--- src/hdl/brf_pkg.sv ---
// Shared types, codes and default sizes for the byte ring FIFO.
// Used by every module of the block but the RAM; depends on nothing.
package brf_pkg;

	localparam int DEPTH_DEF   = 64;
	localparam int MAX_RUN_DEF = 64;

	localparam int REQ_W  = 2;
	localparam int DATA_W = 8;
	localparam int LEN_W  = 7;
	localparam int OCC_W  = 7;
	localparam int OP_W   = 2;

	localparam logic [REQ_W-1:0] REQ_WRITE = 2'd0;
	localparam logic [REQ_W-1:0] REQ_READ  = 2'd1;
	localparam logic [REQ_W-1:0] REQ_FLUSH = 2'd2;

	// internal command codes after classification
	localparam logic [OP_W-1:0] OP_WRITE = 2'd0;
	localparam logic [OP_W-1:0] OP_READ  = 2'd1;
	localparam logic [OP_W-1:0] OP_FLUSH = 2'd2;
	localparam logic [OP_W-1:0] OP_NOP   = 2'd3;

	typedef struct packed {
		logic [REQ_W-1:0]  req_type;
		logic [DATA_W-1:0] data_in;
		logic [LEN_W-1:0]  read_length;
	} req_t;

	typedef struct packed {
		logic [DATA_W-1:0] data_out;
		logic              data_valid;
		logic              accepted;
		logic              last_of_run;
		logic [OCC_W-1:0]  occupancy;
		logic              is_empty;
		logic              is_full;
	} rsp_t;

	typedef struct packed {
		logic [OP_W-1:0]   op;
		logic [DATA_W-1:0] data;
		logic [LEN_W-1:0]  len;
	} cmd_t;

endpackage

--- src/hdl/brf_ram.sv ---
// Generic single-port-write, single-port-read RAM with registered read data.
// Depends on nothing.
module brf_ram #(
	parameter int W = 8,
	parameter int D = 64
) (
	input  logic                 clk,
	input  logic                 we,
	input  logic [$clog2(D)-1:0] waddr,
	input  logic [W-1:0]         wdata,
	input  logic                 re,
	input  logic [$clog2(D)-1:0] raddr,
	output logic [W-1:0]         rdata
);

	logic [W-1:0] mem_q [D];

	always_ff @(posedge clk) begin
		if (we) begin
			mem_q[waddr] <= wdata;
		end
		if (re) begin
			rdata <= mem_q[raddr];
		end
	end

endmodule

--- src/hdl/brf_front.sv ---
// Front end: takes request transfers, classifies them into commands and
// holds them in a two-entry queue for the back end. Depends on brf_pkg.
module brf_front #(
	parameter int MAX_RUN = brf_pkg::MAX_RUN_DEF
) (
	input  logic          clk,
	input  logic          arst_n,
	input  logic          req_valid,
	output logic          req_ready,
	input  brf_pkg::req_t req,
	output logic          head_valid,
	output brf_pkg::cmd_t head,
	input  logic          pop
);

	brf_pkg::cmd_t             q_q [2];
	logic                      wp_q;
	logic                      rp_q;
	logic [1:0]                cnt_q;
	brf_pkg::cmd_t             cmd;
	logic [brf_pkg::LEN_W-1:0] len_sat;
	logic                      push;
	logic                      deq;

	assign req_ready  = (cnt_q != 2'd2);
	assign push       = req_valid && req_ready;
	assign head_valid = (cnt_q != 2'd0);
	assign head       = q_q[rp_q];
	assign deq        = pop && head_valid;

	always_comb begin
		len_sat = (req.read_length > brf_pkg::LEN_W'(MAX_RUN)) ?
			brf_pkg::LEN_W'(MAX_RUN) : req.read_length;
		cmd.data = req.data_in;
		cmd.len  = len_sat;
		case (req.req_type)
			brf_pkg::REQ_WRITE: cmd.op = brf_pkg::OP_WRITE;
			// a zero-length read behaves like a status-only request
			brf_pkg::REQ_READ:  cmd.op = (len_sat == '0) ? brf_pkg::OP_NOP : brf_pkg::OP_READ;
			brf_pkg::REQ_FLUSH: cmd.op = brf_pkg::OP_FLUSH;
			default:            cmd.op = brf_pkg::OP_NOP;
		endcase
	end

	always_ff @(posedge clk or negedge arst_n) begin
		if (!arst_n) begin
			wp_q  <= 1'b0;
			rp_q  <= 1'b0;
			cnt_q <= 2'd0;
		end else begin
			if (push) begin
				wp_q <= ~wp_q;
			end
			if (deq) begin
				rp_q <= ~rp_q;
			end
			case ({push, deq})
				2'b10:   cnt_q <= cnt_q + 2'd1;
				2'b01:   cnt_q <= cnt_q - 2'd1;
				default: cnt_q <= cnt_q;
			endcase
		end
	end

	always_ff @(posedge clk) begin
		if (push) begin
			q_q[wp_q] <= cmd;
		end
	end

	a_cnt_range: assert property (@(posedge clk) disable iff (!arst_n)
		cnt_q != 2'd3)
		else $error("command queue count out of range");

endmodule

--- src/hdl/brf_back.sv ---
// Back end: owns the pointers and storage RAM, executes queued commands and
// drives the result channel through an issue stage and an output register.
// Depends on brf_pkg and brf_ram.
module brf_back #(
	parameter int DEPTH = brf_pkg::DEPTH_DEF
) (
	input  logic          clk,
	input  logic          arst_n,
	input  logic          head_valid,
	input  brf_pkg::cmd_t head,
	output logic          pop,
	output logic          rsp_valid,
	input  logic          rsp_ready,
	output brf_pkg::rsp_t rsp
);

	localparam int AW   = $clog2(DEPTH);
	localparam int PW   = AW + 1;
	localparam int CMPW = (PW > brf_pkg::LEN_W) ? PW : brf_pkg::LEN_W;

	logic [PW-1:0]              wr_ptr_q, rd_ptr_q, wr_nxt, rd_nxt;
	logic [brf_pkg::LEN_W-1:0]  run_left_q, run_nxt;
	logic [PW-1:0]              fill, fill_after;
	logic [CMPW-1:0]            len_x, fill_x, fa_x;
	logic [brf_pkg::LEN_W-1:0]  n;
	logic                       issue, can_issue, s1_adv;
	logic                       we, re, byte_rd, acc, last;
	logic [brf_pkg::DATA_W-1:0] ram_q;
	brf_pkg::rsp_t              meta_nxt;
	brf_pkg::rsp_t              meta_s1;
	logic                       valid_s1;
	logic                       rd_s1;
	brf_pkg::rsp_t              out_nxt;
	brf_pkg::rsp_t              out_q;
	logic                       out_valid_q;

	brf_ram #(
		.W(brf_pkg::DATA_W),
		.D(DEPTH)
	) u_ram (
		.clk   (clk),
		.we    (we),
		.waddr (wr_ptr_q[AW-1:0]),
		.wdata (head.data),
		.re    (re),
		.raddr (rd_ptr_q[AW-1:0]),
		.rdata (ram_q)
	);

	assign fill      = wr_ptr_q - rd_ptr_q;
	assign s1_adv    = valid_s1 && (!out_valid_q || rsp_ready);
	assign can_issue = !valid_s1 || s1_adv;
	assign len_x     = CMPW'(head.len);
	assign fill_x    = CMPW'(fill);
	assign n         = (len_x < fill_x) ? head.len : fill_x[brf_pkg::LEN_W-1:0];

	always_comb begin
		issue      = 1'b0;
		pop        = 1'b0;
		we         = 1'b0;
		re         = 1'b0;
		wr_nxt     = wr_ptr_q;
		rd_nxt     = rd_ptr_q;
		run_nxt    = run_left_q;
		fill_after = fill;
		byte_rd    = 1'b0;
		acc        = 1'b0;
		last       = 1'b1;
		if (can_issue) begin
			if (run_left_q != '0) begin
				issue      = 1'b1;
				re         = 1'b1;
				byte_rd    = 1'b1;
				rd_nxt     = rd_ptr_q + PW'(1);
				fill_after = fill - PW'(1);
				last       = (run_left_q == brf_pkg::LEN_W'(1));
				run_nxt    = run_left_q - brf_pkg::LEN_W'(1);
			end else if (head_valid) begin
				issue = 1'b1;
				pop   = 1'b1;
				case (head.op)
					brf_pkg::OP_WRITE: begin
						if (fill != PW'(DEPTH)) begin
							we         = 1'b1;
							acc        = 1'b1;
							wr_nxt     = wr_ptr_q + PW'(1);
							fill_after = fill + PW'(1);
						end
					end
					brf_pkg::OP_READ: begin
						if (n != '0) begin
							re         = 1'b1;
							byte_rd    = 1'b1;
							rd_nxt     = rd_ptr_q + PW'(1);
							fill_after = fill - PW'(1);
							last       = (n == brf_pkg::LEN_W'(1));
							run_nxt    = n - brf_pkg::LEN_W'(1);
						end
					end
					brf_pkg::OP_FLUSH: begin
						wr_nxt     = '0;
						rd_nxt     = '0;
						fill_after = '0;
					end
					default: begin
					end
				endcase
			end
		end
	end

	always_comb begin
		fa_x                 = CMPW'(fill_after);
		meta_nxt.data_out    = '0;
		meta_nxt.data_valid  = byte_rd;
		meta_nxt.accepted    = acc;
		meta_nxt.last_of_run = last;
		meta_nxt.occupancy   = fa_x[brf_pkg::OCC_W-1:0];
		meta_nxt.is_empty    = (fill_after == '0);
		meta_nxt.is_full     = (fill_after == PW'(DEPTH));
	end

	always_comb begin
		out_nxt = meta_s1;
		if (rd_s1) begin
			out_nxt.data_out = ram_q;
		end
	end

	always_ff @(posedge clk or negedge arst_n) begin
		if (!arst_n) begin
			wr_ptr_q    <= '0;
			rd_ptr_q    <= '0;
			run_left_q  <= '0;
			valid_s1    <= 1'b0;
			out_valid_q <= 1'b0;
		end else begin
			wr_ptr_q   <= wr_nxt;
			rd_ptr_q   <= rd_nxt;
			run_left_q <= run_nxt;
			if (issue) begin
				valid_s1 <= 1'b1;
			end else if (s1_adv) begin
				valid_s1 <= 1'b0;
			end
			if (s1_adv) begin
				out_valid_q <= 1'b1;
			end else if (rsp_ready) begin
				out_valid_q <= 1'b0;
			end
		end
	end

	always_ff @(posedge clk) begin
		if (issue) begin
			meta_s1 <= meta_nxt;
			rd_s1   <= byte_rd;
		end
		if (s1_adv) begin
			out_q <= out_nxt;
		end
	end

	assign rsp_valid = out_valid_q;
	assign rsp       = out_q;

	a_fill_range: assert property (@(posedge clk) disable iff (!arst_n)
		fill <= PW'(DEPTH))
		else $error("fill level above depth");

	a_run_step: assert property (@(posedge clk) disable iff (!arst_n)
		(run_left_q != '0) && issue |=> run_left_q == $past(run_left_q) - brf_pkg::LEN_W'(1))
		else $error("read run count did not step");

	a_no_pop_in_run: assert property (@(posedge clk) disable iff (!arst_n)
		(run_left_q != '0) |-> !pop && !we)
		else $error("command taken during a read run");

	a_s1_hold: assert property (@(posedge clk) disable iff (!arst_n)
		valid_s1 && !s1_adv |=> valid_s1 && $stable(meta_s1) && !$past(re))
		else $error("issue stage lost or overwritten while stalled");

endmodule

--- src/hdl/byte_ring_fifo_top.sv ---
// Byte ring FIFO, top level. A request passes the queue write, the issue to
// the RAM and the output register before its first result.
// Throughput: one result per cycle while rsp_ready is high; a read run gives one byte per cycle from
// the RAM's registered read port, and a write or status request gives one result each.
// Reset clears pointers, command queue and pipeline valids; storage is not cleared.
// Depends on brf_pkg, brf_front, brf_back.
module byte_ring_fifo_top #(
	parameter int DEPTH   = brf_pkg::DEPTH_DEF,
	parameter int MAX_RUN = brf_pkg::MAX_RUN_DEF
) (
	input  logic          clk,
	input  logic          arst_n,
	input  logic          req_valid,
	output logic          req_ready,
	input  brf_pkg::req_t req,
	output logic          rsp_valid,
	input  logic          rsp_ready,
	output brf_pkg::rsp_t rsp
);

	logic          head_valid;
	brf_pkg::cmd_t head;
	logic          pop;

	brf_front #(
		.MAX_RUN(MAX_RUN)
	) u_front (
		.clk        (clk),
		.arst_n     (arst_n),
		.req_valid  (req_valid),
		.req_ready  (req_ready),
		.req        (req),
		.head_valid (head_valid),
		.head       (head),
		.pop        (pop)
	);

	brf_back #(
		.DEPTH(DEPTH)
	) u_back (
		.clk        (clk),
		.arst_n     (arst_n),
		.head_valid (head_valid),
		.head       (head),
		.pop        (pop),
		.rsp_valid  (rsp_valid),
		.rsp_ready  (rsp_ready),
		.rsp        (rsp)
	);

endmodule

--- config.mk ---
export PLATFORM = sky130hd
export DESIGN_NAME = byte_ring_fifo_top
export DESIGN_NICKNAME = d
export VERILOG_FILES = /design/src/hdl/brf_pkg.sv /design/src/hdl/brf_ram.sv /design/src/hdl/brf_front.sv /design/src/hdl/brf_back.sv /design/src/hdl/byte_ring_fifo_top.sv
export SDC_FILE = /design/constraint.sdc
export NUM_CORES = 1
export LEC_CHECK = 0
export BUFFER_PORTS_ARGS = -buffer_cell sky130_fd_sc_hd__buf_4
export CAP_MARGIN = 20
export CORE_ASPECT_RATIO = 1.5
export CORE_MARGIN = 4
export CORE_UTILIZATION = 25
export DETAILED_ROUTE_END_ITERATION = 12
export SLEW_MARGIN = 20
export SYNTH_ARGS = -nofsm -noshare
export SYNTH_HDL_FRONTEND = slang
export SYNTH_SLANG_ARGS = --single-unit
export TNS_END_PERCENT = 5
--- constraint.sdc ---
create_clock -name clk -period 10.05 [get_ports clk]
set_input_delay 1.005 -clock clk [delete_from_list [all_inputs] [get_ports clk]]
set_output_delay 1.005 -clock clk [all_outputs]
set_load 0.02 [all_outputs]
* Word-level counts from Yosys, hierarchy flattened *
Memory sizes are Yosys's and may differ from the RTL's. A register that Yosys moved wholly into a read port is not among the register bits.
Index checks and enable logic that the tools add are counted.

word-level totals
  flip-flop bits (word level) = 59
  memory bits (writable) = 546
  input port bits = 21
  word-level logic and storage cells = 123
  memories = 2

memory list
  memory              depth  width  read ports  clocked after Yosys merged registers in  wr ports  line             source
  u_back.u_ram.mem_q  64     8      1           1                                        1         brf_ram.sv:16    logic [W-1:0] mem_q [D];
  u_front.q_q         2      17     1           0                                        1         brf_front.sv:16  brf_pkg::cmd_t q_q [2];

operators by class
  add/subtract/negate cells = 9
  $lt $le $gt $ge = 2
  eq/ne operators = 13
  muxes and demuxes = 48
  bitwise gates (word level) = 3
  reduce and logical (&&, ||, !) cells = 25

operators by type and width
  kind                                                                 number
  7-bit two-way mux                                                    15
  7-bit case mux with 2 select lines                                   2
  1-bit two-way mux                                                    27
  7-bit by 1-bit adder with 7-bit output (second input constant)       3
  7-bit case mux with 3 select lines                                   1
  7-bit by 1-bit subtractor with 7-bit output (second input constant)  3
  2-bit nonzero test                                                   8
  7-bit by 1-bit == test with 1-bit output (second input constant)     2
  7-bit logical NOT                                                    2
  7-bit nonzero test                                                   2
  4-bit AND reduction                                                  2
  7-bit == test (second input constant)                                1
  7-bit greater-than comparator (second input constant)                1
  7-bit less-than comparator                                           1
  7-bit != test (second input constant)                                1
  7-bit subtractor                                                     1
  2-bit by 1-bit == test with 1-bit output (second input constant)     3
  2-bit == test (second input constant)                                3
  2-bit case mux with 3 select lines                                   1
  5-bit AND reduction                                                  1
  2-bit logical NOT                                                    2
  2-bit case mux with 2 select lines                                   1
  1-bit logical AND                                                    3
  3-bit by 1-bit != test with 1-bit output (second input constant)     1
  other kinds (9)                                                      13

* Logic depth before layout (Yosys ltp) *
  word-level depth = 10
  depth in mapped cells = 31

* By module *
Synthesis repeated with hierarchy kept, for this count alone.

unflattened totals
  cell total of the unflattened synthesis = 1,413
  area, all modules = 25,411.9 µm²

modules (own cells, without submodules)
  module     times used  cells an instance  area each (µm²)  sequential area each (µm²)
  brf_ram    1           940                20,246.9         15,615.0
  brf_back   1           392                3,667.3          1,536.5
  brf_front  1           81                 1,497.7          1,121.1

* Worst setup path after synthesis *
OpenSTA, ideal clock, no wires.

  path type = flip-flop to flip-flop
  from = register u_back.rd_ptr_q[1]
  to = register u_back.meta_s1[0] (netlist name), data pin
  data arrival time = 6.283 ns
  data required time = 9.890 ns
  slack = 3.607 ns
  stages on the path, launching flop included = 29
  buffers on the path = 7
  clock period less this slack = 6.443 ns
  cell sequence = dfrtp_1 clkbuf_1 clkbuf_1 clkbuf_1 inv_1 fa_1 xor2_1 inv_1 clkbuf_1 ha_1 o211ai_1 a21oi_1 o22ai_1 o221a_1 o31ai_2 and2_1 clkbuf_1 buf_2 nand2_1 o21ai_0 ha_1 clkbuf_1 o211ai_1 nor4_1 o21a_1 nor2_1 a211o_1 or4_1 nor3b_1

RTL lines
  item                      line             source
  start: declaration        brf_back.sv:21   logic [PW-1:0] wr_ptr_q, rd_ptr_q, wr_nxt, rd_nxt;
  start signal: assignment  brf_back.sv:139  rd_ptr_q <= rd_nxt;
  end signal: assignment    brf_back.sv:156  meta_s1 <= meta_nxt;
  end: declaration          brf_back.sv:30   brf_pkg::rsp_t meta_s1;

* Worst setup path in the final report *
  from = register u_back.rd_ptr_q[1]
  to = register u_back.run_left_q[4] (netlist name)

between the ends
  word-level cells in the longest chain between the ends = 8
  elaborated cells on any way between the ends = 11

ends and longest elaborated chain
  item                                         line             source
  7-bit subtractor *                           brf_back.sv:50   assign fill = wr_ptr_q - rd_ptr_q;
  7-bit less-than comparator                   brf_back.sv:55   assign n = (len_x < fill_x) ? head.len : fill_x[brf_pkg::LEN_W-1:0];
  7-bit two-way mux *                          brf_back.sv:55
  7-bit by 1-bit subtractor with 7-bit output  brf_back.sv:97   run_nxt = n - brf_pkg::LEN_W'(1);
  7-bit two-way mux                            brf_back.sv:91   if (n != '0) begin
  7-bit two-way mux                            brf_back.sv:81   case (head.op)
  7-bit two-way mux                            brf_back.sv:78   end else if (head_valid) begin
  7-bit two-way mux                            brf_back.sv:70   if (run_left_q != '0) begin
  end signal: assignment                       brf_back.sv:140  run_left_q <= run_nxt;
  end: declaration                             brf_back.sv:22   logic [brf_pkg::LEN_W-1:0] run_left_q, run_nxt;

Every way passes the cells marked *; elsewhere a longest branch is shown, timed or not. The select of a mux whose other input is x is not followed.
A chain may end at the register's enable or synchronous reset.

==> impl_metrics.toml <==
[global_route]
antenna_found_initial = 1
overflow = 0
grt_pass1_vias = 13294
grt_max_degree = 74
groute.usage.overall = 0.114
grt_pass1_wl_um = 90900

[detailed_routing]
wl_met2_um = 34400
top_layer = "met4"
detail-route-antenna-nets = 0
wl_met1_um = 21900
avgRoutedWirePerCell_um = 22.6
wl_um = 61300
drt-vias-per-instance = 4.66
first_pass_iters = 5
met3WireLength_um = 2410
via_count = 12636
drtIter0Drc = 1020
remaining_drc_errors = 0

[placement]
hpwl_um = 40400
place_congestion = 0.909
placed_area_um2 = 27100
dpl.cell_count = 2613
io_buffers = 42

[worst_setup_path]
cpLargestDelayFamily = "compound AO/OA/AOI/OAI gates"
worstPathCellList = "inv_1 > ha_1 > nand2b_1 > nand2b_1 > a211oi_2 > nor2_1 > inv_1 > ha_1 > o211ai_1 > a21oi_1 > o22ai_1 > o221a_1 > o31ai_2 > and2_1 > mux2i_1 > inv_1 > ha_1 > o211ai_1 > nor4_1 > o21ai_1 > a41o_1 > nand2_1 > or3_1 > mux2_2"
worst-path-max-fanout = 60
end_kind = "flop"
crit_arrival_ps = 8040
slowest_stage = "dfrtp_4"
cp.buffers_inverters = 3
crit_type = "reg -> reg"
max_stage_delay_ps = 1020
worstPathRequired_ps = 10540
worstSetupStartpointType = "flop"

[clocking]
cts_resized = 0
cts_buffers = 54
htree_levels = 2
cts_root_buf = "clkbuf_16"
clk_latency_ps = 620
clkTransAtPathRegs_ps = 80
ctsLongestPathBuffers = 3
clock_sinks = 613
cts_setup_buffers = 0
cts_hold_buf = 0
cts_tree = "done"

[timing]
max_freq_mhz = 132
worst_pin_slew_ps = 1010
fin_crit_sh = 0.752
slew-limit-headroom = 0.324
fin_setup_tns_ps = 0
rsz0062_at_grt = "false"
post-route-min-period_ps = 7550
finalHoldViolCount = 0
slew_viol_final = 0
final-setup-viol-count = 0
clock_skew_ps = 21.6

[yosys]
synth.top_cell.area_share = 0.696
synth_cell_types = 66
synthesis.nets = 1370
synth-seq-area-share = 0.722
syn_inst = 1325
synth_edf_count = 586
yosys.area.top_type = "edfxtp_1"
dominantRegCellSynth = "edfxtp_1"
yosys_warnings = 0
async_flop_share = 0.0440
netlist_top_cells_area = "edfxtp_1 (70%), mux4_2 (15%), dfrtp_1 (2.7%), nor2_1 (1.5%), ha_1 (1.1%)"
synth_seq_cells = 613
syn_avg_cell_area_um2 = 19.1
synth_area_um2 = 25300

[min_path]
hp-class = "in -> async"

[layout]
layout_commonest_cell = "edfxtp_1"
nNetsFinal = 1420
final_cells = 2714
syn_to_final_growth_pct = 14.3
final_cell_mix = "edfxtp_1 (586), mux4_2 (168), nor2_1 (98), buf_4 (61), clkbuf_16 (54)"
fin_area_um2 = 28900
drive_gt1_frac = 0.248
fillerInstances = 9830

[power]
vdd_drop_max_mv = 0.163
leakagePower_nw = 9.01
power_density_nw_per_um2 = 290

[flow_run]
maxCapViolCount = 0

[die]
die_area_um2 = 106000
fp.coreArea_um2 = 100000
die_x_um = 268
start_util = 0.252
fp-row-count = 142
ios = 43
die_h_um = 398

[outcome]
outcome = "finished clean"
[power breakdown]
group,internal [mW],switching (mW),total (mW)
Combinational,1.17,1.75,2.92
Sequential,3.23,0.153,3.38
Clock,1.15,0.936,2.09
[cell families after synthesis]
group | share of synthesized area
compound gates | 0.0358
xor+xnor | 0.00450
fa+ha+maj | 0.0122
buf+inv | 0.0145
flops | 0.722
mux | 0.161
simple gates | 0.0493
[path summary, 6_finish.rpt]
path | startpoint | slack [ps] | depth (start not counted) | end
min | arst_n | 320 | 1 | u_front.wp_q
min reg2reg | u_back.meta_s1[8] | 420 | 0 | u_back.rsp[8]
max in group asynchronous | arst_n | 9390 | 1 | u_back.rd_ptr_q[0]
max reg2reg | u_back.rd_ptr_q[1] | 2500 | 24 | u_back.run_left_q[4]
min in group clk | u_back.meta_s1[8] | 420 | 0 | u_back.rsp[8]
max | u_back.rd_ptr_q[1] | 2500 | 24 | u_back.run_left_q[4]
[routing by layer]
layer / vias to the layer above / global-route usage
met5: - / 0
li1: 5520 / -
met2: 365 / 0.220
met1: 6633 / 0.125
met3: 118 / 0.0152
met4: 0 / 0.0478
[through the flow]
step,hold WS [ps],utilization,setup WS [ps],power (mW)
after floorplan,400,-,3610,5.36
after global placement,401,0.271,2720,6.34
after detailed placement,405,0.271,2600,6.37
after CTS,306,0.288,2550,8.46
after global routing,327,0.289,1750,8.77
final,320,0.289,2500,8.39
[cells in the mapped netlist, drive strengths merged (4+ instances only)]
cell	count
edfxtp	586
mux4	168
nor2	98
nand2	43
clkbuf	40
o21ai	33
a21oi	29
buf	29
dfrtp	27
inv	24
ha	23
nand3	20
mux2	17
nor3	14
and2	13
a21o	11
mux2i	11
nand2b	10
or3	10
xnor2	8
a211oi	7
a31oi	7
nand3b	7
o211ai	7
a211o	6
nand4	6
nor2b	6
nor4	6
xor2	5
o21a	4
or2	4
or4	4
[cell type report]
cell class | count | area, um^2 | share of cell area
inverters | 24 | 90.1 | 0.00311
multi-input cells | 619 | 6660 | 0.230
clock inverters | 35 | 379 | 0.0131
well taps | 1296 | 1620 | 0.0561
clock buffers | 63 | 1390 | 0.0479
flip-flops and latches | 613 | 18300 | 0.632
diodes | 1 | 2.50 | 0.0000865
repair buffers | 63 | 500 | 0.0173
[registers in the layout, indices dropped and copies added, names as in the netlist, 7 cells and up]
register,cells
u_back.wr_ptr_q,7
u_back.u_ram.rdata,8
u_back.run_left_q,7
u_front.q_q,34
u_back.rd_ptr_q,7
u_back.u_ram.mem_q,512
u_back.meta_s1,11
u_back.rsp,20
No activity file was read; power rests on OpenSTA's default activity.
